File: config.mk
export PLATFORM = sky130hd
export DESIGN_NAME = bvc_diff
export DESIGN_NICKNAME = d
export VERILOG_FILES = /design/src/rtl/core/bvc_pkg.sv /design/src/rtl/core/bvc_diff.sv
export SDC_FILE = /design/constraint.sdc
export NUM_CORES = 1
export LEC_CHECK = 0
export BUFFER_PORTS_ARGS = -buffer_cell sky130_fd_sc_hd__buf_2
export CAP_MARGIN = 20
export CORE_AREA = 2 2 189 191
export CTS_BUF_LIST = sky130_fd_sc_hd__clkbuf_2 sky130_fd_sc_hd__clkbuf_4 sky130_fd_sc_hd__clkbuf_8
export DETAILED_ROUTE_END_ITERATION = 10
export DIE_AREA = 0 0 191 193
export PLACE_DENSITY_LB_ADDON = 0.12
export SETUP_SLACK_MARGIN = 0.02
export SYNTH_ARGS = -nofsm -noshare
export SYNTH_HDL_FRONTEND = slang
export SYNTH_SLANG_ARGS = --single-unit
export TNS_END_PERCENT = 100
File: constraint.sdc
create_clock -name clk_i -period 14.9 [get_ports clk_i]
set_clock_uncertainty 0.1 [all_clocks]
set_input_delay 2.235 -clock clk_i [delete_from_list [all_inputs] [get_ports clk_i]]
set_output_delay 2.235 -clock clk_i [all_outputs]
set_load 0.005 [all_outputs]
File: src/rtl/core/bvc_pkg.sv
// ----------------------------------------------------------------------------
// Bounding volume cull package
// Operation and verdict codes, register indexes and the control word that
// travels down the classifier pipeline beside the arithmetic.
// ----------------------------------------------------------------------------
package bvc_pkg;

  // Default coordinate width: signed Q15.8.
  localparam int unsigned CoordBitsDef = 24;

  // Width of the configuration register index.
  localparam int unsigned CfgIdxBits = 3;

  typedef enum logic [1:0] {
    OP_BOUND    = 2'd0,
    OP_SPHERE   = 2'd1,
    OP_PART_BOX = 2'd2,
    OP_PART_SPH = 2'd3
  } op_e;

  typedef enum logic [1:0] {
    VERDICT_REJECT = 2'd0,
    VERDICT_ACCEPT = 2'd1,
    VERDICT_SPLIT  = 2'd2
  } verdict_e;

  localparam logic [CfgIdxBits-1:0] RegQueryCenterX = 3'd0;
  localparam logic [CfgIdxBits-1:0] RegQueryCenterY = 3'd1;
  localparam logic [CfgIdxBits-1:0] RegQueryCenterZ = 3'd2;
  localparam logic [CfgIdxBits-1:0] RegQueryRadius  = 3'd3;
  localparam logic [CfgIdxBits-1:0] RegQueryHalfX   = 3'd4;
  localparam logic [CfgIdxBits-1:0] RegQueryHalfY   = 3'd5;
  localparam logic [CfgIdxBits-1:0] RegQueryHalfZ   = 3'd6;

  typedef struct packed {
    op_e  op;
    logic en;
  } ctrl_t;

endpackage

File: src/rtl/core/bvc_diff.sv
// ----------------------------------------------------------------------------
// Cull classifier stage 1: centre differences
// Forms the per-axis distance magnitudes, the radius sum and the radius
// difference, and registers them with the item's control word.
// ----------------------------------------------------------------------------
module bvc_diff #(
  parameter int unsigned CoordBits = bvc_pkg::CoordBitsDef
) (
  input  logic                            clk_i,
  input  logic                            rst_ni,
  input  logic                            valid_i,
  output logic                            ready_o,
  input  bvc_pkg::ctrl_t                  ctrl_i,
  input  logic [2:0][CoordBits-1:0]       center_i,
  input  logic [CoordBits-2:0]            radius_i,
  input  logic [2:0][CoordBits-2:0]       half_i,
  input  logic [2:0][CoordBits-1:0]       q_center_i,
  input  logic [CoordBits-2:0]            q_radius_i,
  output logic                            valid_o,
  input  logic                            ready_i,
  output bvc_pkg::ctrl_t                  ctrl_o,
  output logic [2:0][CoordBits-1:0]       ad_o,
  output logic [CoordBits-2:0]            rt_o,
  output logic [2:0][CoordBits-2:0]       th_o,
  output logic [CoordBits-1:0]            sum_o,
  output logic                            rdif_pos_o,
  output logic [CoordBits-2:0]            rdif_mag_o
);
  import bvc_pkg::*;

  logic                      valid_q;
  ctrl_t                     ctrl_q;
  logic [2:0][CoordBits-1:0] ad_d, ad_q;
  logic [CoordBits-2:0]      rt_q;
  logic [2:0][CoordBits-2:0] th_q;
  logic [CoordBits-1:0]      sum_d, sum_q;
  logic                      rdif_pos_d, rdif_pos_q;
  logic [CoordBits-2:0]      rdif_mag_d, rdif_mag_q;
  logic [2:0][CoordBits:0]   diff;
  logic [2:0][CoordBits:0]   diff_neg;

  // The difference of two signed values is one bit wider; its magnitude
  // never reaches 2^CoordBits, so it fits back into CoordBits bits.
  always_comb begin
    for (int a = 0; a < 3; a++) begin
      diff[a]     = {q_center_i[a][CoordBits-1], q_center_i[a]}
                  - {center_i[a][CoordBits-1], center_i[a]};
      diff_neg[a] = -diff[a];
      ad_d[a]     = diff[a][CoordBits] ? diff_neg[a][CoordBits-1:0]
                                       : diff[a][CoordBits-1:0];
    end
    sum_d      = {1'b0, q_radius_i} + {1'b0, radius_i};
    rdif_pos_d = q_radius_i > radius_i;
    rdif_mag_d = q_radius_i - radius_i;
  end

  assign ready_o = !valid_q || ready_i;

  always_ff @(posedge clk_i or negedge rst_ni) begin
    if (!rst_ni) begin
      valid_q <= 1'b0;
    end else if (ready_o) begin
      valid_q <= valid_i;
    end
  end

  always_ff @(posedge clk_i) begin
    if (valid_i && ready_o) begin
      ctrl_q     <= ctrl_i;
      ad_q       <= ad_d;
      rt_q       <= radius_i;
      th_q       <= half_i;
      sum_q      <= sum_d;
      rdif_pos_q <= rdif_pos_d;
      rdif_mag_q <= rdif_mag_d;
    end
  end

  assign valid_o    = valid_q;
  assign ctrl_o     = ctrl_q;
  assign ad_o       = ad_q;
  assign rt_o       = rt_q;
  assign th_o       = th_q;
  assign sum_o      = sum_q;
  assign rdif_pos_o = rdif_pos_q;
  assign rdif_mag_o = rdif_mag_q;

endmodule

# Yosys cells after proc, flatten, opt, wreduce, memory -nomap -nowiden
# Cells that the tools add are included.
# word_totals
rom_bits	0
register_bits	216
out_inout_bits	217
in_bits	266
latchBits	0
ramBits	0
mem_count	0
# classes
n_div	0
n_eq_ne	0
n_mux	3
n_shift	0
addsub	8
multipliers	0
order_cmp	1
bitwise	0
n_reduce_logical	3
# op_table
cell	count
subtractor 24 x 24 -> 25 bit	3
2-to-1 mux 24 bit	3
negation 24 bit	3
adder 23 x 23 -> 24 bit	1
> comparator 23 bit	1
subtractor 23 bit	1
logical AND 1 bit	1
zero test 1 bit	1
logical OR 1 bit	1

# Longest topological paths before layout
# logic_depth
ltp_word	3
depth_mapped	15
mapped_depth_nobuf	14

# Least setup slack after synthesis
# Ideal clock, no wire load.
# synth_timing
path_type	input to register
start	input port ready_i
end	register ad_q (netlist bit ad_o[0]) (enable)
stages	2
slack_ns	6.919
arrival_time_ns	7.279
path_buffers	0
setup_ns	0.602
path_cell_list	nand2b_1 and2_1
# synth_between
elab_chain_len	2
# synth_lines
item	line	text
from (decl)	bvc_diff.sv:20	input logic ready_i,
logical OR 1 bit	bvc_diff.sv:57	assign ready_o = !valid_q || ready_i;
logical AND 1 bit	bvc_diff.sv:68	if (valid_i && ready_o) begin
to (signal assigned)	bvc_diff.sv:70	ad_q <= ad_d;
to (decl)	bvc_diff.sv:33	logic [2:0][CoordBits-1:0] ad_d, ad_q;
# No other way between the ends.
# A chain may end at the register's enable or synchronous reset.

==> impl.org <==
** Clock network
- Clock tree from TritonCTS :: yes
- CTS built an H-tree with a depth of 2.
- Clock input transition at the sequential cells of the worst setup and hold paths :: 60 ps
- No sink is reached through more buffers than the 3 on the longest clock path.
- The later pin in the worst-skew pair is clocked with a latency of 580 ps.
- Quantity of gates resized following cts :: 0
- Number of post-CTS setup repair buffers :: 0
- Clock Tree Root :: sky130_fd_sc_hd__clkbuf_8
- Buffers inserted during clock tree synthesis total 40.
- In this run, post-CTS hold repair placed 0 buffers.
- For this design, the sink count on the clock tree is 215.

** Global route
- GR Util All Layers :: 0.216
- Number of antenna violations at the first check in global routing :: 12
- GRT overflow :: 0
- Via count of the first global-routing pass :: 11700
- Entering global routing, the biggest net connects 79 pins.
- Wire length of the first global-routing pass :: 62300 um

** Layout
- Post-layout net count :: 2326
- Most common cell after layout, fill and taps aside :: sky130_fd_sc_hd__buf_2
- In the layout the commonest cells are 482 x sky130_fd_sc_hd__buf_2, 214 x sky130_fd_sc_hd__edfxtp_1, 147 x sky130_fd_sc_hd__inv_1.
- Fraction of layout instances using a drive strength above 1 :: 0.303
- Area growth from synthesis to layout :: 24.8%

** Setup path
- Largest stage delay on the critical path :: 500 ps
- The signal on the critical path passes through buf_2 > inv_1 > ha_1 > inv_1 > fa_1 > a211oi_2 > nor4b_2 > nor4_1 > o31ai_2 > a21o_1 > o21ai_0 > a221oi_2 > nor4_1 > a41oi_1 > xor2_1.
- Type of origin of the critical path :: input pin
- In this run the critical register-to-register path is captured at th_o[57]$_DFFE_PP_.
- Broken down by cell family, the worst path's largest delay share belongs to compound AO/OA/AOI/OAI gates.
- On the critical path, the stage with the largest delay is an instance of sky130_fd_sc_hd__nor4_1.
- Worst endpoint required time :: 15130 ps
- Arrival time reported for the critical path endpoint :: 5640 ps
- The setup path with the least slack is of type in2reg.
- R2r worst-path depth :: 3
- Origin of the critical flop-to-flop path :: valid_o$_DFFE_PN0N_
- Flop-to-flop setup slack :: 12080 ps
- The critical path contains buffers and inverters numbering 3 combined.
- Critical path peak fanout :: 5
- Crit end category :: flop

** Die
- Floorplan row count :: 69
- Die Wd :: 191 um
- Core area :: 35000 um^2
- Effective utilization at floorplan :: 0.425
- In this run the count of I/O pins placed on the die edge is 483.
- Die Span Y :: 193 um
- Die area :: 36900 um^2

** Detailed routing
- Residual DRC count :: 0
- The pre-antenna-repair detailed-routing pass consisted of 5 iterations.
- After detailed routing, the number of vias per cell comes to 5.20.
- The routed design uses 3150 um of met3 wire.
- Met2 wire length :: 20400 um
- Routed metal-1 wire length :: 16800 um
- Highest routing layer actually used :: met5
- Via total after detailed routing :: 12700
- Number of routed nets with antenna violations :: 0
- The first routing iteration left 652 violations.
- Routed wire length per instance :: 17.2 um
- The final layout contains routed wiring with a total length of 41800 um.

** Yosys
- Top post-synthesis cells by area :: sky130_fd_sc_hd__edfxtp_1 43%, sky130_fd_sc_hd__ha_1 10%, sky130_fd_sc_hd__xnor2_1 5.7%
- The mapped netlist covers 14900 um^2.
- Of the post-synthesis cell area, the dominant cell type holds 0.432.
- The number of nets in the synthesized netlist is 1846.
- After synthesis the netlist holds a flip-flop and latch count of 215.
- Of all cell types, the one taking the most synthesized area is sky130_fd_sc_hd__edfxtp_1.
- A synthesized cell averages 10.2 um^2.
- The share of the Yosys chip area taken by registers is 0.434.
- Gate count after technology mapping :: 1454
- In this run, synthesis inferred 214 flip-flops with an integrated enable.
- Synthesis Warnings :: 0
- For this run, asynchronously set or reset flops after synthesis account for 0.00465.
- For this run, the leading register cell type out of synthesis is sky130_fd_sc_hd__edfxtp_1.
- The synthesized netlist contains 89 unique library cells.

** Power
- Part of the power in combinational logic :: 0.290
- In this run the power density over the cells is 106 nW/um^2.
- Switching power as a share of total power :: 0.314
- Share of total power in the clock network :: 0.313
- IR analysis of the VDD net gives a maximum drop of 70.8 uV.
- Pint :: 1350 uW
- Summed over all cells, the static leakage comes to 0.00830 uW.
- Power dissipated by switching net loads :: 615 uW
- Of the total power, registers draw 0.397.

** Timing
- Counting I/O delays and the setup requirement, the final critical path takes 5410 ps.
- Worst hold margin :: 479 ps
- Fmax :: 185 MHz
- Aggregate negative setup slack :: 0 ps
- Unrepaired setup endpoints after global routing :: no
- Final critical-path setup slack :: 9490 ps
- Final cycle utilization of the critical path :: 0.363
- Total of endpoints with negative setup slack in the final report :: 0
- The count of final max-slew check failures is 0.
- Measured against its own limit, the worst slew margin works out to 0.310.
- Final Hold Fails :: 0
- Transition at the pin with the smallest max-transition slack :: 1040 ps

** Placed design
- Number of I/O port buffers :: 482
- RD Place Congestion :: 0.868
- Post-place setup slack :: 8980 ps
- Detailed placement finished with a half-perimeter wire length of 33200 um.

** Hold path
- The worst hold path was traced through 2 stages.
- For hold timing, the worst endpoint is valid_o$_DFFE_PN0N_.
- Hold/Removal Path Class :: reg2reg
- Startpoint of the lowest-slack hold path :: valid_o$_DFFE_PN0N_

** Outcome
- Outcome :: finished clean

** Flow run
- Across the run, the number of max-cap violations was 0.
-- layer usage --
layer	vias up	global-route usage
li1	6306	-
met1	5868	0.255
met2	420	0.374
met3	70	0.0552
met4	4	0.0894
met5	-	0
-- worst min-delay path: stages (launching register included) --
cell,delay (ps)
sky130_fd_sc_hd__dfrtp_1,350
sky130_fd_sc_hd__nand2b_1,110
sky130_fd_sc_hd__nand2b_1,90
-- Yosys cell counts, types with 5 or more instances --
| master | instances |
|---|---|
| sky130_fd_sc_hd__edfxtp_1 | 214 |
| sky130_fd_sc_hd__inv_1 | 147 |
| sky130_fd_sc_hd__ha_1 | 121 |
| sky130_fd_sc_hd__a21oi_1 | 109 |
| sky130_fd_sc_hd__nor2_1 | 105 |
| sky130_fd_sc_hd__xnor2_1 | 96 |
| sky130_fd_sc_hd__nand2_1 | 50 |
| sky130_fd_sc_hd__xor2_1 | 49 |
| sky130_fd_sc_hd__nor3_1 | 45 |
| sky130_fd_sc_hd__o21ai_0 | 40 |
| sky130_fd_sc_hd__a21o_1 | 39 |
| sky130_fd_sc_hd__clkbuf_1 | 37 |
| sky130_fd_sc_hd__nand3_1 | 33 |
| sky130_fd_sc_hd__and3_1 | 22 |
| sky130_fd_sc_hd__nand2b_1 | 21 |
| sky130_fd_sc_hd__nor2b_1 | 21 |
| sky130_fd_sc_hd__a211oi_1 | 20 |
| sky130_fd_sc_hd__o21a_1 | 19 |
| sky130_fd_sc_hd__a31oi_1 | 17 |
| sky130_fd_sc_hd__o21bai_1 | 17 |
| sky130_fd_sc_hd__nand4_1 | 14 |
| sky130_fd_sc_hd__and2_1 | 13 |
| sky130_fd_sc_hd__nor4_1 | 13 |
| sky130_fd_sc_hd__o211ai_1 | 13 |
| sky130_fd_sc_hd__or2_2 | 12 |
| sky130_fd_sc_hd__buf_2 | 10 |
| sky130_fd_sc_hd__o31ai_1 | 8 |
| sky130_fd_sc_hd__or3_1 | 8 |
| sky130_fd_sc_hd__a211o_1 | 7 |
| sky130_fd_sc_hd__o21ai_1 | 7 |
| sky130_fd_sc_hd__o31a_1 | 7 |
| sky130_fd_sc_hd__mux2i_1 | 6 |
| sky130_fd_sc_hd__a221oi_1 | 5 |
| sky130_fd_sc_hd__a41oi_1 | 5 |
| sky130_fd_sc_hd__fa_1 | 5 |
-- area by class of cell --
class	count	area [um^2]
fill	3292	16400
multi-input combinational	1043	7650
sequential	215	6450
timing repair buffer	487	2450
clock buffer	46	602
tap	461	577
inverter	147	552
clock inverter	25	235
antenna	10	25.0
-- power by group through the flow --
stage                     Combinational (uW)  Clock, uW  Sequential, uW
after floorplan                          366          0             801
after global placement                   561          0             790
after detailed placement                 567          0             791
after CTS                                570        631             779
after global routing                     632        653             782
final                                    569        614             777
-- logic make-up (layout without fill, tap and decap cells) --
family,Yosys count,after routing,synth area share
AO/OA/AOI/OAI,376,376,0.175
XOR/XNOR,145,145,0.0855
adder cells (fa/ha/maj),126,126,0.109
buffers and inverters,196,705,0.0511
flip-flops,215,215,0.434
multiplexers,8,8,0.00556
other,0,10,0
AND/OR/NAND/NOR,388,388,0.140
-- registers in the layout, summed over array words and instances (netlist names) --
register    cells
ad_o           72
ctrl_o          3
rdif_mag_o     22
rdif_pos_o      1
rt_o           23
sum_o          24
th_o           69
valid_o         1
-- per-stage QoR --
step / area [um^2] / total power [uW] / utilization / instances
after floorplan: 14900 / 1170 / - / 1454
after CTS: 18500 / 1980 / 0.529 / 2423
after global routing: 18500 / 2070 / 0.530 / 2431
final: 18500 / 1960 / 0.530 / 2434
after global placement: 17700 / 1350 / 0.505 / 2352
after detailed placement: 17700 / 1360 / 0.505 / 2352
-- worst max-delay path by stage --
stage | startpoint | to | slack, ps | cells past startpoint
3_3_place_gp | q_center_i[0] | ad_o[21]$_DFFE_PP_ | 9120 | 15
2_1_floorplan | ready_i | ad_o[0]$_DFFE_PP_ | 6920 | 2
6_report | q_center_i[48] | ad_o[70]$_DFFE_PP_ | 9490 | 15
4_1_cts | q_center_i[48] | ad_o[70]$_DFFE_PP_ | 9560 | 15
5_1_grt | q_center_i[48] | ad_o[70]$_DFFE_PP_ | 9170 | 15
3_5_place_dp | q_center_i[0] | ad_o[20]$_DFFE_PP_ | 8980 | 15
Power figures use the tool's default switching activity.
