<file path="src/rtl/core/bvc_pkg.sv">
// ----------------------------------------------------------------------------
// Bounding volume cull package
// Operation and verdict codes, register indexes and the control word that
// travels down the classifier pipeline beside the arithmetic.
// ----------------------------------------------------------------------------
package bvc_pkg;

  // Default coordinate width: signed Q15.8.
  localparam int unsigned CoordBitsDef = 24;

  // Width of the configuration register index.
  localparam int unsigned CfgIdxBits = 3;

  typedef enum logic [1:0] {
    OP_BOUND    = 2'd0,
    OP_SPHERE   = 2'd1,
    OP_PART_BOX = 2'd2,
    OP_PART_SPH = 2'd3
  } op_e;

  typedef enum logic [1:0] {
    VERDICT_REJECT = 2'd0,
    VERDICT_ACCEPT = 2'd1,
    VERDICT_SPLIT  = 2'd2
  } verdict_e;

  localparam logic [CfgIdxBits-1:0] RegQueryCenterX = 3'd0;
  localparam logic [CfgIdxBits-1:0] RegQueryCenterY = 3'd1;
  localparam logic [CfgIdxBits-1:0] RegQueryCenterZ = 3'd2;
  localparam logic [CfgIdxBits-1:0] RegQueryRadius  = 3'd3;
  localparam logic [CfgIdxBits-1:0] RegQueryHalfX   = 3'd4;
  localparam logic [CfgIdxBits-1:0] RegQueryHalfY   = 3'd5;
  localparam logic [CfgIdxBits-1:0] RegQueryHalfZ   = 3'd6;

  typedef struct packed {
    op_e  op;
    logic en;
  } ctrl_t;

endpackage

</file>
<file path="src/rtl/core/bvc_decide.sv">
// ----------------------------------------------------------------------------
// Cull classifier stages 3 and 4: distance sum and verdict
// Adds the three squared distances, then compares the result with the
// radius terms and drives the result register.
// ----------------------------------------------------------------------------
module bvc_decide #(
  parameter int unsigned CoordBits = bvc_pkg::CoordBitsDef
) (
  input  logic                            clk_i,
  input  logic                            rst_ni,
  input  logic                            valid_i,
  output logic                            ready_o,
  input  bvc_pkg::ctrl_t                  ctrl_i,
  input  logic [2:0][2*CoordBits-1:0]     sq_i,
  input  logic [2*CoordBits-1:0]          sum2_i,
  input  logic                            rdif_pos_i,
  input  logic [2*CoordBits-3:0]          rdif2_i,
  input  logic                            box_in_i,
  input  logic                            part_box_i,
  output logic                            valid_o,
  input  logic                            ready_i,
  output bvc_pkg::verdict_e               verdict_o,
  output logic                            part_keep_o
);
  import bvc_pkg::*;

  localparam int unsigned D2Bits = 2 * CoordBits + 2;

  // Stage 3 registers.
  logic                   s3_valid_q;
  logic                   s3_ready;
  ctrl_t                  s3_ctrl_q;
  logic [D2Bits-1:0]      d2_d, d2_q;
  logic [2*CoordBits-1:0] s3_sum2_q;
  logic                   s3_rdif_pos_q;
  logic [2*CoordBits-3:0] s3_rdif2_q;
  logic                   s3_box_in_q;
  logic                   s3_part_box_q;

  // Stage 4 (result) registers.
  logic                   out_valid_q;
  verdict_e               verdict_d, verdict_q;
  logic                   keep_d, keep_q;
  logic                   far, inner, overlap;

  assign d2_d = {2'b00, sq_i[0]} + {2'b00, sq_i[1]} + {2'b00, sq_i[2]};

  assign ready_o  = !s3_valid_q || s3_ready;
  assign s3_ready = !out_valid_q || ready_i;

  always_ff @(posedge clk_i or negedge rst_ni) begin
    if (!rst_ni) begin
      s3_valid_q  <= 1'b0;
      out_valid_q <= 1'b0;
    end else begin
      if (ready_o) begin
        s3_valid_q <= valid_i;
      end
      if (s3_ready) begin
        out_valid_q <= s3_valid_q;
      end
    end
  end

  always_ff @(posedge clk_i) begin
    if (valid_i && ready_o) begin
      s3_ctrl_q     <= ctrl_i;
      d2_q          <= d2_d;
      s3_sum2_q     <= sum2_i;
      s3_rdif_pos_q <= rdif_pos_i;
      s3_rdif2_q    <= rdif2_i;
      s3_box_in_q   <= box_in_i;
      s3_part_box_q <= part_box_i;
    end
  end

  always_comb begin
    far       = d2_q > {2'b00, s3_sum2_q};
    overlap   = d2_q < {2'b00, s3_sum2_q};
    inner     = s3_rdif_pos_q && (d2_q < {4'b0000, s3_rdif2_q});
    verdict_d = VERDICT_REJECT;
    keep_d    = 1'b0;
    case (s3_ctrl_q.op)
      OP_BOUND, OP_SPHERE: begin
        if (far) begin
          verdict_d = VERDICT_REJECT;
        end else if (inner) begin
          verdict_d = VERDICT_ACCEPT;
        end else if (s3_ctrl_q.op == OP_BOUND && s3_box_in_q) begin
          verdict_d = VERDICT_ACCEPT;
        end else begin
          verdict_d = VERDICT_SPLIT;
        end
      end
      OP_PART_BOX: begin
        keep_d = s3_ctrl_q.en && s3_part_box_q;
      end
      OP_PART_SPH: begin
        keep_d = s3_ctrl_q.en && overlap;
      end
      default: begin
        keep_d = 1'b0;
      end
    endcase
  end

  always_ff @(posedge clk_i) begin
    if (s3_valid_q && s3_ready) begin
      verdict_q <= verdict_d;
      keep_q    <= keep_d;
    end
  end

  assign valid_o     = out_valid_q;
  assign verdict_o   = verdict_q;
  assign part_keep_o = keep_q;

endmodule

</file>
<file path="config.mk">
export PLATFORM = sky130hd
export DESIGN_NAME = bvc_decide
export DESIGN_NICKNAME = d
export VERILOG_FILES = /design/src/rtl/core/bvc_pkg.sv /design/src/rtl/core/bvc_decide.sv
export SDC_FILE = /design/constraint.sdc
export NUM_CORES = 1
export LEC_CHECK = 0
export BUFFER_PORTS_ARGS = -buffer_cell sky130_fd_sc_hd__buf_2
export CAP_MARGIN = 20
export CORE_AREA = 2 2 153 125
export DETAILED_ROUTE_END_ITERATION = 8
export DIE_AREA = 0 0 155 127
export PLACE_DENSITY = 0.87
export SLEW_MARGIN = 25
export SYNTH_ARGS = -nofsm -noshare
export SYNTH_HDL_FRONTEND = slang
export SYNTH_SLANG_ARGS = --single-unit
</file>
<file path="constraint.sdc">
create_clock -name clk_i -period 9 [get_ports clk_i]
set_clock_uncertainty 0.15 [all_clocks]
set_input_delay 1.8 -clock clk_i [delete_from_list [all_inputs] [get_ports clk_i]]
set_output_delay 1.8 -clock clk_i [all_outputs]
set_load 0.005 [all_outputs]
</file>
# After elaboration in Yosys (flattened, before gate mapping)
# Index checks and enable logic that the tools add are counted.
totals:
  regBits: 155
  in_bits: 248
  output_inout_bits: 5
  elab_cells: 39
op_classes:
  n_addsub: 2
  order_cmp: 3
  eq_ne: 3
  muxes: 3
  bitwise: 1
  reduce_logical: 14
ops:
  columns: ["cell", "count"]
  rows:
  - ["49-bit by 48-bit adder with 50-bit output", 1]
  - ["50-bit by 48-bit > comparator with 1-bit output", 1]
  - ["50-bit by 46-bit less-than comparator with 1-bit output", 1]
  - ["50-bit by 48-bit less-than comparator with 1-bit output", 1]
  - ["48-bit by 48-bit adder with 49-bit output", 1]
  - ["1-bit logical AND", 6]
  - ["2-bit == test (second input constant)", 2]
  - ["2-bit OR reduction", 2]
  - ["3-bit OR reduction", 1]
  - ["2-bit by 1-bit == test with 1-bit output (second input constant)", 1]
  - ["1-bit logical NOT", 2]
  - ["2-bit logical NOT", 1]
  - ["1-bit logical OR", 2]
  - ["2-bit two-way mux", 1]
  - ["1-bit case mux with 2 select lines", 1]
  - ["1-bit two-way mux", 1]
  - ["1-bit NOT", 1]

# Depth between registers and ports, before layout
# Gate-level depths: netlist (run 1).
depth:
  depth_word: 4
  depth_mapped: 13
  ltp_nobuf: 13

# Least setup slack after synthesis (run 1)
# Ideal clock, no wire load.
synth_timing:
  path_type: "in2reg"
  start: "input port ready_i"
  end: "register d2_q[0] (enable)"
  setup_ps: 528
  arrival_time_ps: 5417
  required_time_ps: 8322
  path_slack_ps: 2904
  stages: 2
  n_path_buf: 0
  cell_sequence: "nand3b_1 and2_1"
synth_via:
  elab_chain_len: 3
synth_lines:
  columns: ["element", "line_no", "source"]
  rows:
  - ["from (decl)", "bvc_decide.sv:21", "input logic ready_i,"]
  - ["1-bit logical OR", "bvc_decide.sv:49", "assign s3_ready = !out_valid_q || ready_i;"]
  - ["1-bit logical OR", "bvc_decide.sv:48", "assign ready_o = !s3_valid_q || s3_ready;"]
  - ["1-bit logical AND", "bvc_decide.sv:66", "if (valid_i && ready_o) begin"]
  - ["to (signal assigned)", "bvc_decide.sv:68", "d2_q <= d2_d;"]
  - ["to (decl)", "bvc_decide.sv:33", "logic [D2Bits-1:0] d2_d, d2_q;"]
# Every way passes these cells.
# A chain may end at the register's enable or synchronous reset.

# Worst setup path after layout (run 1)
layout_timing:
  start: "input port sq_i[3] (netlist bit)"
  end: "register d2_q[38], data pin"
layout_via:
  elab_chain_len: 2
layout_lines:
  columns: ["element", "line_no", "source"]
  rows:
  - ["from (decl)", "bvc_decide.sv:14", "input logic [2:0][2*CoordBits-1:0] sq_i,"]
  - ["48-bit by 48-bit adder with 49-bit output", "bvc_decide.sv:46", "assign d2_d = {2'b00, sq_i[0]} + {2'b00, sq_i[1]} + {2'b00, sq_i[2]};"]
  - ["49-bit by 48-bit adder with 50-bit output", "bvc_decide.sv:46", null]
  - ["net d2_d[38]", "bvc_decide.sv:33", null]
# The timed path passes the listed nets, and every way through them passes these cells.

==> results of run 1 <==
## flip-flops by register name, indices dropped and copies added (netlist names)
signal         flops
d2_q              50
s3_sum2_q         48
s3_rdif2_q        46
s3_ctrl_q          3
verdict_o          2
part_keep_o        1
s3_box_in_q        1
s3_part_box_q      1
s3_rdif_pos_q      1
s3_valid_q         1
valid_o            1
## cells in the mapped netlist, types with 3 or more instances
cell | number | area share
sky130_fd_sc_hd__a31oi_1 | 6 | 0.0035
sky130_fd_sc_hd__inv_1 | 115 | 0.040
sky130_fd_sc_hd__o31ai_1 | 6 | 0.0042
sky130_fd_sc_hd__and2_1 | 5 | 0.0029
sky130_fd_sc_hd__nand3_1 | 18 | 0.0084
sky130_fd_sc_hd__and4_1 | 4 | 0.0032
sky130_fd_sc_hd__nand2_1 | 57 | 0.020
sky130_fd_sc_hd__a211oi_1 | 3 | 0.0021
sky130_fd_sc_hd__a221oi_1 | 4 | 0.0032
sky130_fd_sc_hd__fa_1 | 49 | 0.091
sky130_fd_sc_hd__nand2b_1 | 6 | 0.0035
sky130_fd_sc_hd__nor2_1 | 35 | 0.012
sky130_fd_sc_hd__o21bai_1 | 11 | 0.0077
sky130_fd_sc_hd__nor4_1 | 8 | 0.0046
sky130_fd_sc_hd__o211ai_1 | 3 | 0.0021
sky130_fd_sc_hd__clkbuf_1 | 6 | 0.0021
sky130_fd_sc_hd__nor3_1 | 10 | 0.0046
sky130_fd_sc_hd__xor2_1 | 17 | 0.014
sky130_fd_sc_hd__ha_1 | 140 | 0.16
sky130_fd_sc_hd__o21ai_0 | 40 | 0.019
sky130_fd_sc_hd__nand4_1 | 25 | 0.015
sky130_fd_sc_hd__edfxtp_1 | 153 | 0.43
sky130_fd_sc_hd__clkbuf_2 | 3 | 0.0014
sky130_fd_sc_hd__a21o_1 | 50 | 0.035
sky130_fd_sc_hd__nor2b_1 | 7 | 0.0041
sky130_fd_sc_hd__a21oi_1 | 83 | 0.039
sky130_fd_sc_hd__and3_1 | 4 | 0.0023
sky130_fd_sc_hd__xnor2_1 | 29 | 0.024
sky130_fd_sc_hd__o21a_1 | 3 | 0.0021
## cell type report
class	instances	area, sq um
clock buffers	20	437
inverters	115	432
flip-flops and latches	155	4640
repair buffers	254	1300
multi-input cells	663	5620
well taps	230	288
clock inverters	12	125
diodes	7	17.5
fillers	1268	5140
## worst max path at each step
stage | start | slack (ps) | endpoint
global placement | sq_i[1] | 3950 | d2_q[29]$_DFFE_PP_
CTS | sq_i[3] | 4240 | d2_q[38]$_DFFE_PP_
floorplan | ready_i | 2900 | d2_q[0]$_DFFE_PP_
detailed placement | sq_i[3] | 3800 | d2_q[38]$_DFFE_PP_
global route | sq_i[1] | 4060 | d2_q[29]$_DFFE_PP_
finish | sq_i[3] | 4100 | d2_q[38]$_DFFE_PP_
## cell families (layout without fill, tap and decap cells)
group | count (synthesis) | count (layout) | share of synthesized area
AOI/OAI and AO/OA | 240 | 240 | 0.144
buffers and inverters | 130 | 401 | 0.0480
other | 0 | 7 | 0
xor gates and xnor gates | 46 | 46 | 0.0374
and+or+nand+nor | 188 | 188 | 0.0865
adders and majority gates | 189 | 189 | 0.253
DFF | 155 | 155 | 0.431
## power groups by stage
stage / registers [mW] / logic [mW] / clock network, mW
2_1_floorplan: 0.974 / 0.613 / 0
3_3_place_gp: 0.993 / 0.831 / 0
3_5_place_dp: 0.997 / 0.867 / 0
4_1_cts: 0.985 / 0.880 / 0.686
5_1_grt: 0.994 / 0.996 / 0.717
6_report: 0.986 / 0.896 / 0.683
## metrics by stage
step                power (mW)  setup slack (ps)  hold WS (ps)   util
floorplan                 1.59              2900           299      -
global placement          1.82              3950           319  0.681
detailed placement        1.86              3800           345  0.681
CTS                       2.55              4240           361  0.712
global route              2.71              4060           377  0.714
finish                    2.56              4100           351  0.714
## layer usage
metal / global-route usage / vias to the layer above
li1: - / 3996
met1: 0.376 / 4014
met2: 0.449 / 348
met3: 0.0414 / 41
met4: 0.0893 / 4
met5: 0 / -
==> flow_summary.json, run 1 <==
{
  "power_frac_seq": 0.384,
  "holdCritPathClass": "flip-flop to flip-flop",
  "max-vdd-ir-drop_mv": 0.149,
  "power_per_cell_area_mw_per_mm2": 199,
  "clock-sinks": 155,
  "synthCells": 948,
  "die_footprint_sq_mm": 0.0197,
  "floorplan.io_pins": 253,
  "report.final.setup_viol": 0,
  "grtUsageTotal": 0.273,
  "grt_first_pass_wirelength_um": 41700,
  "drv_slew": 0,
  "routed.top_layer": "met5",
  "finish.net_count": 1643,
  "synthDistinctLibCells": 66,
  "clock_tree.buffer_depth": 2,
  "critPathArrivalTime_ps": 4930,
  "critPathMaxStageDelay_ps": 590,
  "core_region_area_sq_mm": 0.0180,
  "wirelength_met1_um": 11600,
  "dieHeight_um": 127,
  "dp.cells": 1416,
  "power_frac_clock": 0.266,
  "shortest_period_the_worst_path_allows_ps": 4900,
  "x_dimension_of_the_die_um": 155,
  "tritoncts": "yes",
  "syn_area_sq_mm": 0.0108,
  "placer_congestion": 0.935,
  "placement.cell_area_sq_mm": 0.0123,
  "clkLatencyLatePin_ps": 430,
  "final_cells": 1456,
  "route.final.wire_length_um": 26200,
  "hold_viol": 0,
  "syn_to_final_growth_pct": 19.3,
  "cp_slowest_cell": "sky130_fd_sc_hd__o311ai_1",
  "synth_sequential_area_ratio": 0.431,
  "min-delay-start": "s3_valid_q$_DFFE_PN0N_",
  "ctsHtreeMaxLevel": 4,
  "post_cts_buffers": 0,
  "grt_residual_overflow": 0,
  "timing.critical_path.to_type": "flip-flop",
  "synth.ff_latch_count": 155,
  "crit_path_max_fanout": 5,
  "grt_pass1_vias": 8434,
  "number_of_warnings_issued_by_yosys": 0,
  "pwr-share-comb": 0.349,
  "fmax_mhz": 204,
  "avgViaCountPerCell": 5.77,
  "cap_viol_max_count": 0,
  "slew_headroom": 0.396,
  "crit_path_start_kind": "input pin",
  "final_layout_size_suffix_gt1_frac": 0.244,
  "setup.reg_to_reg.worst_slack_ps": 6060,
  "crit_chain": "buf_2 -> fa_1 -> ha_1 -> nand3_1 -> and2_2 -> o21a_1 -> o311ai_1 -> a31oi_1 -> nor2_1 -> xor2_1",
  "max_slew.worst_pin.slew_ps": 906,
  "wl_met3_um": 1650,
  "synth_nets": 1385,
  "cts-resized-gates": 0,
  "static-leakage-power_nw": 5.97,
  "timing.hold.worst_path_depth": 1,
  "io_buffer_count": 252,
  "synth_async_sr_flop_share": 0.0129,
  "initial_antenna_violation_count": 7,
  "initial_core_util": 0.599,
  "crit-reg2reg-launch": "d2_q[32]$_DFFE_PP_",
  "power_report.internal_total_mw": 1.71,
  "drt-pass1-iter-count": 6,
  "power.switching_fraction": 0.333,
  "min_period_over_period": 0.544,
  "most_common_cell_after_layout_fill_and_taps_aside": "sky130_fd_sc_hd__buf_2",
  "remaining_drc_errors": 0,
  "final_cell_area_sq_mm": 0.0129,
  "number_of_hold_buffers_added_after_cts": 0,
  "routedWlPerCell_um": 18.0,
  "rows": 44,
  "antenna_left": 0,
  "switchingPower_mw": 0.854,
  "synth_area_per_cell_sq_um": 11.4,
  "crit_cells": 10,
  "detailedRoute.firstIterationViolations": 701,
  "holdPathEnd": "valid_o$_DFFE_PN0P_",
  "synth-main-ff-cell": "sky130_fd_sc_hd__edfxtp_1",
  "critPathKind": "input pin to flip-flop",
  "timing.reg2reg.worst_path_depth": 8,
  "detailed_place_hpwl_um": 21000,
  "clkSlewWorstSetupHoldPaths_ps": 60,
  "crit_required_ps": 9030,
  "met2WireLength_um": 12400,
  "edff_count_synth": 153,
  "cts_root_buffer": "sky130_fd_sc_hd__clkbuf_16",
  "setup_tns_ps": 0,
  "rsz0062_at_grt": "false",
  "critical_path.n_buffers_inverters": 1,
  "cts_buffers": 17,
  "grt_start_max_net_pins": 78,
  "via_count": 8403,
  "commonest_non_fill_non_tap_cells_in_the_layout": "252 x sky130_fd_sc_hd__buf_2, 153 x sky130_fd_sc_hd__edfxtp_1, 140 x sky130_fd_sc_hd__ha_1, 115 x sky130_fd_sc_hd__inv_1, 83 x sky130_fd_sc_hd__a21oi_1",
  "cp_top_family": "compound AO/OA/AOI/OAI gates",
  "crit-reg2reg-capture": "verdict_o[0]$_SDFFCE_PP0P_",
  "run_status": "finished, final reports clean"
}
Note: power is estimated with default switching activity, not from simulation.
==> inputs of run 2 (changes only) <==
- ABC_AREA: default -> 1
- CORE_AREA: 2 2 153 125 -> 2 2 167 136
- DIE_AREA: 0 0 155 127 -> 0 0 169 138
- PLACE_DENSITY: 0.87 -> 0.81
- clock period: 9 -> 4.8 ns (I/O delays scaled with it)
==> flow_summary.json, run 2 <==
{
  "grtUsageTotal": 0.299,
  "critPathArrivalTime_ps": 3370,
  "synth_nets": 1794,
  "largestRegisters": "d2_q (50), s3_sum2_q (48), s3_rdif2_q (46)",
  "netlist_top_cells_area": "sky130_fd_sc_hd__edfxtp_1 38%, sky130_fd_sc_hd__ha_1 15%, sky130_fd_sc_hd__nand2_1 11%, sky130_fd_sc_hd__fa_1 8.2%, sky130_fd_sc_hd__inv_1 7.1%",
  "syn_area_sq_mm": 0.0120,
  "remaining_drc_errors": 0,
  "final_layout_size_suffix_gt1_frac": 0.206,
  "post-synth-top-area-fraction": 0.384,
  "run_status": "finished, final reports clean",
  "io_buffer_count": 252,
  "synth_sequential_area_ratio": 0.389,
  "floorplan.io_pins": 253,
  "grt_first_pass_wirelength_um": 53400,
  "route.final.wire_length_um": 34400,
  "die_footprint_sq_mm": 0.0233,
  "cts_buffers": 17,
  "clock-sinks": 155,
  "fillers": 1861,
  "clkLatencyLatePin_ps": 440,
  "met2_usage": 0.457,
  "critPathKind": "input pin to flip-flop",
  "yosys-top-cells-count": "343 x sky130_fd_sc_hd__nand2_1, 226 x sky130_fd_sc_hd__inv_1, 153 x sky130_fd_sc_hd__edfxtp_1, 140 x sky130_fd_sc_hd__ha_1, 113 x sky130_fd_sc_hd__nor2_1",
  "drv_slew": 0,
  "dp.cells": 1890,
  "detailed_place_hpwl_um": 28600,
  "syn_to_final_growth_pct": 18.7,
  "clkSlewWorstSetupHoldPaths_ps": 70,
  "timing.critical_path.to_type": "flip-flop",
  "globalRoute.busiestLayer": "met2",
  "tritoncts": "yes",
  "detailedRoute.firstIterationViolations": 1064,
  "edff_count_synth": 153,
  "min_period_over_period": 0.697,
  "setup_tns_ps": 0,
  "rows": 49,
  "x_dimension_of_the_die_um": 169,
  "largest-register": "d2_q",
  "fmax_mhz": 299,
  "holdCritPathClass": "input pin to asynchronous set/reset pin",
  "synthCells": 1357,
  "max_slew.worst_pin.slew_ps": 833,
  "most_common_cell_after_layout_fill_and_taps_aside": "sky130_fd_sc_hd__nand2_1",
  "power_per_cell_area_mw_per_mm2": 370,
  "finish.net_count": 2066,
  "synth-main-ff-cell": "sky130_fd_sc_hd__edfxtp_1",
  "core_region_area_sq_mm": 0.0219,
  "rsz0062_at_grt": "false",
  "commonest_non_fill_non_tap_cells_in_the_layout": "343 x sky130_fd_sc_hd__nand2_1, 252 x sky130_fd_sc_hd__buf_2, 225 x sky130_fd_sc_hd__inv_1, 153 x sky130_fd_sc_hd__edfxtp_1, 140 x sky130_fd_sc_hd__ha_1",
  "drt-pass1-iter-count": 6,
  "groute.layer.met3.usage": 0.0472,
  "final_cells": 1922,
  "avgViaCountPerCell": 5.44,
  "hold_viol": 0,
  "grt_start_max_net_pins": 86,
  "clock_tree.buffer_depth": 2,
  "crit_required_ps": 4820,
  "grt_pass1_vias": 10282,
  "largest_reg_flops": 50,
  "synth_most_common_cell": "sky130_fd_sc_hd__nand2_1",
  "synthDistinctLibCells": 36,
  "post_cts_buffers": 0,
  "initial_core_util": 0.545,
  "cap_viol_max_count": 0,
  "initial_antenna_violation_count": 0,
  "static-leakage-power_nw": 6.98,
  "cts-resized-gates": 0,
  "shortest_period_the_worst_path_allows_ps": 3350,
  "crit_path_start_kind": "input pin",
  "global_route.usage.met1": 0.442,
  "antenna_cells_inserted": 0,
  "max-vdd-ir-drop_mv": 0.281,
  "synth_async_sr_flop_share": 0.0129,
  "crit_path_max_fanout": 4,
  "dieHeight_um": 138,
  "cts_root_buffer": "sky130_fd_sc_hd__clkbuf_16",
  "synth.ff_latch_count": 155,
  "placer_congestion": 0.965,
  "top_cell_type_by_total_area_after_synthesis": "sky130_fd_sc_hd__edfxtp_1",
  "hold_slack_ps": 137,
  "number_of_hold_buffers_added_after_cts": 0,
  "via_count": 10449,
  "slew_headroom": 0.444,
  "number_of_warnings_issued_by_yosys": 0,
  "timing.reg2reg.worst_path_depth": 12,
  "synth_area_per_cell_sq_um": 8.81,
  "ctsHtreeMaxLevel": 4,
  "routedWlPerCell_um": 17.9,
  "report.final.setup_viol": 0,
  "grt_residual_overflow": 0,
  "antenna_left": 0
}
==> run 2: cells by family (layout without fill, tap and decap cells) <==
| group | Yosys count | after routing | synth area share |
|---|---|---|---|
| adder cells (fa/ha/maj) | 189 | 189 | 0.229 |
| flip-flops | 155 | 155 | 0.389 |
| AO/OA/AOI/OAI | 171 | 171 | 0.0795 |
| buffers and inverters | 231 | 516 | 0.0725 |
| AND/OR/NAND/NOR | 582 | 582 | 0.209 |
| XOR/XNOR | 29 | 29 | 0.0219 |
==> run 2: per-stage QoR <==
stage	setup WS, ps	area, sq um	util	total power, mW
floorplan	40.8	12000	-	3.12
global placement	1030	13600	0.619	3.73
detailed placement	1040	13600	0.619	3.80
CTS	1480	14200	0.646	5.21
global route	1350	14200	0.646	5.54
finish	1450	14200	0.646	5.25
==> run 2: layout make-up <==
| type | count | area (sq um) | share of cell area |
|---|---|---|---|
| well taps | 280 | 350 | 0.0247 |
| repair buffers | 253 | 1280 | 0.0903 |
| inverters | 231 | 872 | 0.0615 |
| clock buffers | 19 | 443 | 0.0312 |
| flip-flops and latches | 155 | 4640 | 0.327 |
| multi-input cells | 971 | 6440 | 0.454 |
| clock inverters | 13 | 155 | 0.0109 |
==> run 2: path summary, 6_finish.rpt <==
check                                       start                    endpoint  slack [ps]
min in group clk_i         s3_valid_q$_DFFE_PN0N_         valid_o$_DFFE_PN0P_         340
max reg2reg                    d2_q[47]$_DFFE_PP_  verdict_o[1]$_SDFFCE_PP0P_        2200
min reg2reg                s3_valid_q$_DFFE_PN0N_         valid_o$_DFFE_PN0P_         340
max                                      sq_i[26]          d2_q[36]$_DFFE_PP_        1450
min                                        rst_ni         valid_o$_DFFE_PN0P_         140
max in group asynchronous                  rst_ni      s3_valid_q$_DFFE_PN0N_        4270
==> run 2: where the power goes <==
group | internal [mW] | switching [mW] | leakage, nW
Sequential | 1.74 | 0.117 | 1.50
Combinational | 0.712 | 1.26 | 5.20
Clock | 0.794 | 0.630 | 0.284
==> run 2: metal layers <==
layer  vias up  share of wire
met4         0          0.024
li1       5025              -
met2       488           0.43
met3        51          0.090
met1      4885           0.45
met5         -              0
==> run 2: worst max-delay path, cell delays in order <==
cell	delay (ps)
sky130_fd_sc_hd__buf_2	110
sky130_fd_sc_hd__fa_1	520
sky130_fd_sc_hd__ha_1	480
sky130_fd_sc_hd__nand2_2	130
sky130_fd_sc_hd__nor2_1	320
sky130_fd_sc_hd__nand2_1	170
sky130_fd_sc_hd__nor3_1	240
sky130_fd_sc_hd__nand4_1	170
sky130_fd_sc_hd__nand4_1	130
sky130_fd_sc_hd__nand2_1	120
==> inputs of run 3 (changes only) <==
- clock period: 4.8 -> 3.4 ns (I/O delays scaled with it)
==> flow_summary.json, run 3 (synthesis results as in run 2) <==
{
  "rows": 49,
  "report.final.setup_viol": 0,
  "shortest_period_the_worst_path_allows_ps": 2970,
  "initial_antenna_violation_count": 0,
  "setup_tns_ps": 0,
  "slew_headroom": 0.622,
  "avgViaCountPerCell": 5.32,
  "max-vdd-ir-drop_mv": 0.366,
  "antenna_cells_inserted": 0,
  "static-leakage-power_nw": 7.22,
  "setup.reg_to_reg.worst_slack_ps": 850,
  "power_per_cell_area_mw_per_mm2": 510,
  "dp.cells": 1939,
  "grtUsageTotal": 0.297,
  "detailedRoute.firstIterationViolations": 986,
  "timing.critical_path.to_type": "flip-flop",
  "critPathArrivalTime_ps": 3000,
  "final_cell_area_sq_mm": 0.0146,
  "crit_path_max_fanout": 3,
  "critPathKind": "input pin to flip-flop",
  "tritoncts": "yes",
  "dieHeight_um": 138,
  "holdCritPathClass": "input pin to flip-flop",
  "cts_buffers": 17,
  "clkSlewWorstSetupHoldPaths_ps": 70,
  "io_buffer_count": 252,
  "crit-reg2reg-launch": "d2_q[47]$_DFFE_PP_",
  "placer_congestion": 0.958,
  "grt_residual_overflow": 0,
  "commonest_non_fill_non_tap_cells_in_the_layout": "342 x sky130_fd_sc_hd__nand2_1, 252 x sky130_fd_sc_hd__buf_2, 224 x sky130_fd_sc_hd__inv_1, 153 x sky130_fd_sc_hd__edfxtp_1, 140 x sky130_fd_sc_hd__ha_1",
  "sequential_cell_area_sq_mm": 0.00464,
  "fin_util": 0.664,
  "x_dimension_of_the_die_um": 169,
  "final_layout_size_suffix_gt1_frac": 0.232,
  "multi_input_gate_area_sq_mm": 0.00646,
  "clock_tree.buffer_depth": 2,
  "route.final.wire_length_um": 34100,
  "die_footprint_sq_mm": 0.0233,
  "crit-reg2reg-capture": "verdict_o[1]$_SDFFCE_PP0P_",
  "drv_slew": 0,
  "timing.critical_path.from": "sq_i[19]",
  "rsz0062_at_grt": "false",
  "min_period_over_period": 0.872,
  "largest_reg_flops": 50,
  "syn_to_final_growth_pct": 21.9,
  "timing.reg2reg.worst_path_depth": 12,
  "antenna_left": 0,
  "hold_viol": 0,
  "max_slew.worst_pin.slew_ps": 566,
  "grt_pass1_vias": 10293,
  "crit_end": "d2_q[26]$_DFFE_PP_",
  "finish.net_count": 2116,
  "post_cts_buffers": 0,
  "grt_first_pass_wirelength_um": 53100,
  "cts-resized-gates": 0,
  "routedWlPerCell_um": 17.3,
  "clock-sinks": 155,
  "clkLatencyLatePin_ps": 440,
  "place_ws_ps": 20.4,
  "setup_slack_ps": 434,
  "cap_viol_max_count": 0,
  "floorplan.io_pins": 253,
  "core_region_area_sq_mm": 0.0219,
  "placement.cell_area_sq_mm": 0.0140,
  "run_status": "finished, final reports clean",
  "cts_root_buffer": "sky130_fd_sc_hd__clkbuf_16",
  "initial_core_util": 0.545,
  "largestRegisters": "d2_q (50), s3_sum2_q (48), s3_rdif2_q (46)",
  "via_count": 10483,
  "most_common_cell_after_layout_fill_and_taps_aside": "sky130_fd_sc_hd__nand2_1",
  "drt-pass1-iter-count": 5,
  "largest-register": "d2_q",
  "detailed_place_hpwl_um": 28400,
  "crit_path_start_kind": "input pin",
  "remaining_drc_errors": 0,
  "fmax_mhz": 337,
  "final_cells": 1972,
  "ctsHtreeMaxLevel": 4,
  "fillers": 1812,
  "crit_required_ps": 3430,
  "grt_start_max_net_pins": 67
}
-- run 3: cell types whose count changed in the layout (fill, tap and decap cells not counted), sizes merged --
cell,delta
buf,+49
clkinvlp,+2
bufinv,-2
dlygate4sd3,+1
-- run 3: per-layer routing --
layer  GRT usage  share of wire  routed length, um
met5           0              0                  0
met4      0.0859          0.023                798
met3      0.0587          0.092               3140
met2       0.450           0.43              14700
met1       0.437           0.45              15500
-- run 3: what timing repair did --
action,CTS,global route
hold buffers,1,0
setup endpoints to repair,0,0
hold endpoints to repair,2,0
-- run 3: stage by stage --
stage | hold WS (ps) | power, mW
floorplan | 234 | 4.41
global placement | 317 | 5.43
detailed placement | 317 | 5.52
CTS | 251 | 7.41
global route | 246 | 7.88
finish | 263 | 7.43
-- run 3: worst max-delay path, cell delays in order --
cell                      delay [ps]
sky130_fd_sc_hd__buf_2           110
sky130_fd_sc_hd__fa_1            510
sky130_fd_sc_hd__ha_1            360
sky130_fd_sc_hd__a21oi_1         370
sky130_fd_sc_hd__o21ai_0         150
sky130_fd_sc_hd__buf_4           180
sky130_fd_sc_hd__a21oi_1         170
sky130_fd_sc_hd__nand2_1          90
sky130_fd_sc_hd__a21oi_1         150
sky130_fd_sc_hd__buf_4           170
sky130_fd_sc_hd__xnor2_1          70
-- run 3: worst min-delay path by stage --
stage / start / end / slack, ps / depth (start not counted)
after detailed placement: rst_ni / valid_o$_DFFE_PN0P_ / 320 / 1
final: rdif2_i[5] / s3_rdif2_q[5]$_DFFE_PP_ / 260 / 1
after CTS: sum2_i[12] / s3_sum2_q[12]$_DFFE_PP_ / 250 / 1
after global routing: sum2_i[13] / s3_sum2_q[13]$_DFFE_PP_ / 250 / 1
after floorplan: rst_ni / s3_valid_q$_DFFE_PN0N_ / 230 / 0
after global placement: rst_ni / valid_o$_DFFE_PN0P_ / 320 / 1
-- run 3: layout make-up --
class,count,area share
Sequential cell,155,0.319
Clock buffer,19,0.0311
Multi-Input combinational cell,971,0.443
Clock inverter,13,0.00730
Timing Repair Buffer,303,0.115
Inverter,231,0.0606
Tap cell,280,0.0240
-- run 3: report_power, final --
part | total [mW] | internal, mW | leakage, nW | switching (mW)
sequential | 2.62 | 2.46 | 1.50 | 0.166
combinational | 2.94 | 1.15 | 5.45 | 1.79
clock | 1.86 | 0.992 | 0.267 | 0.868
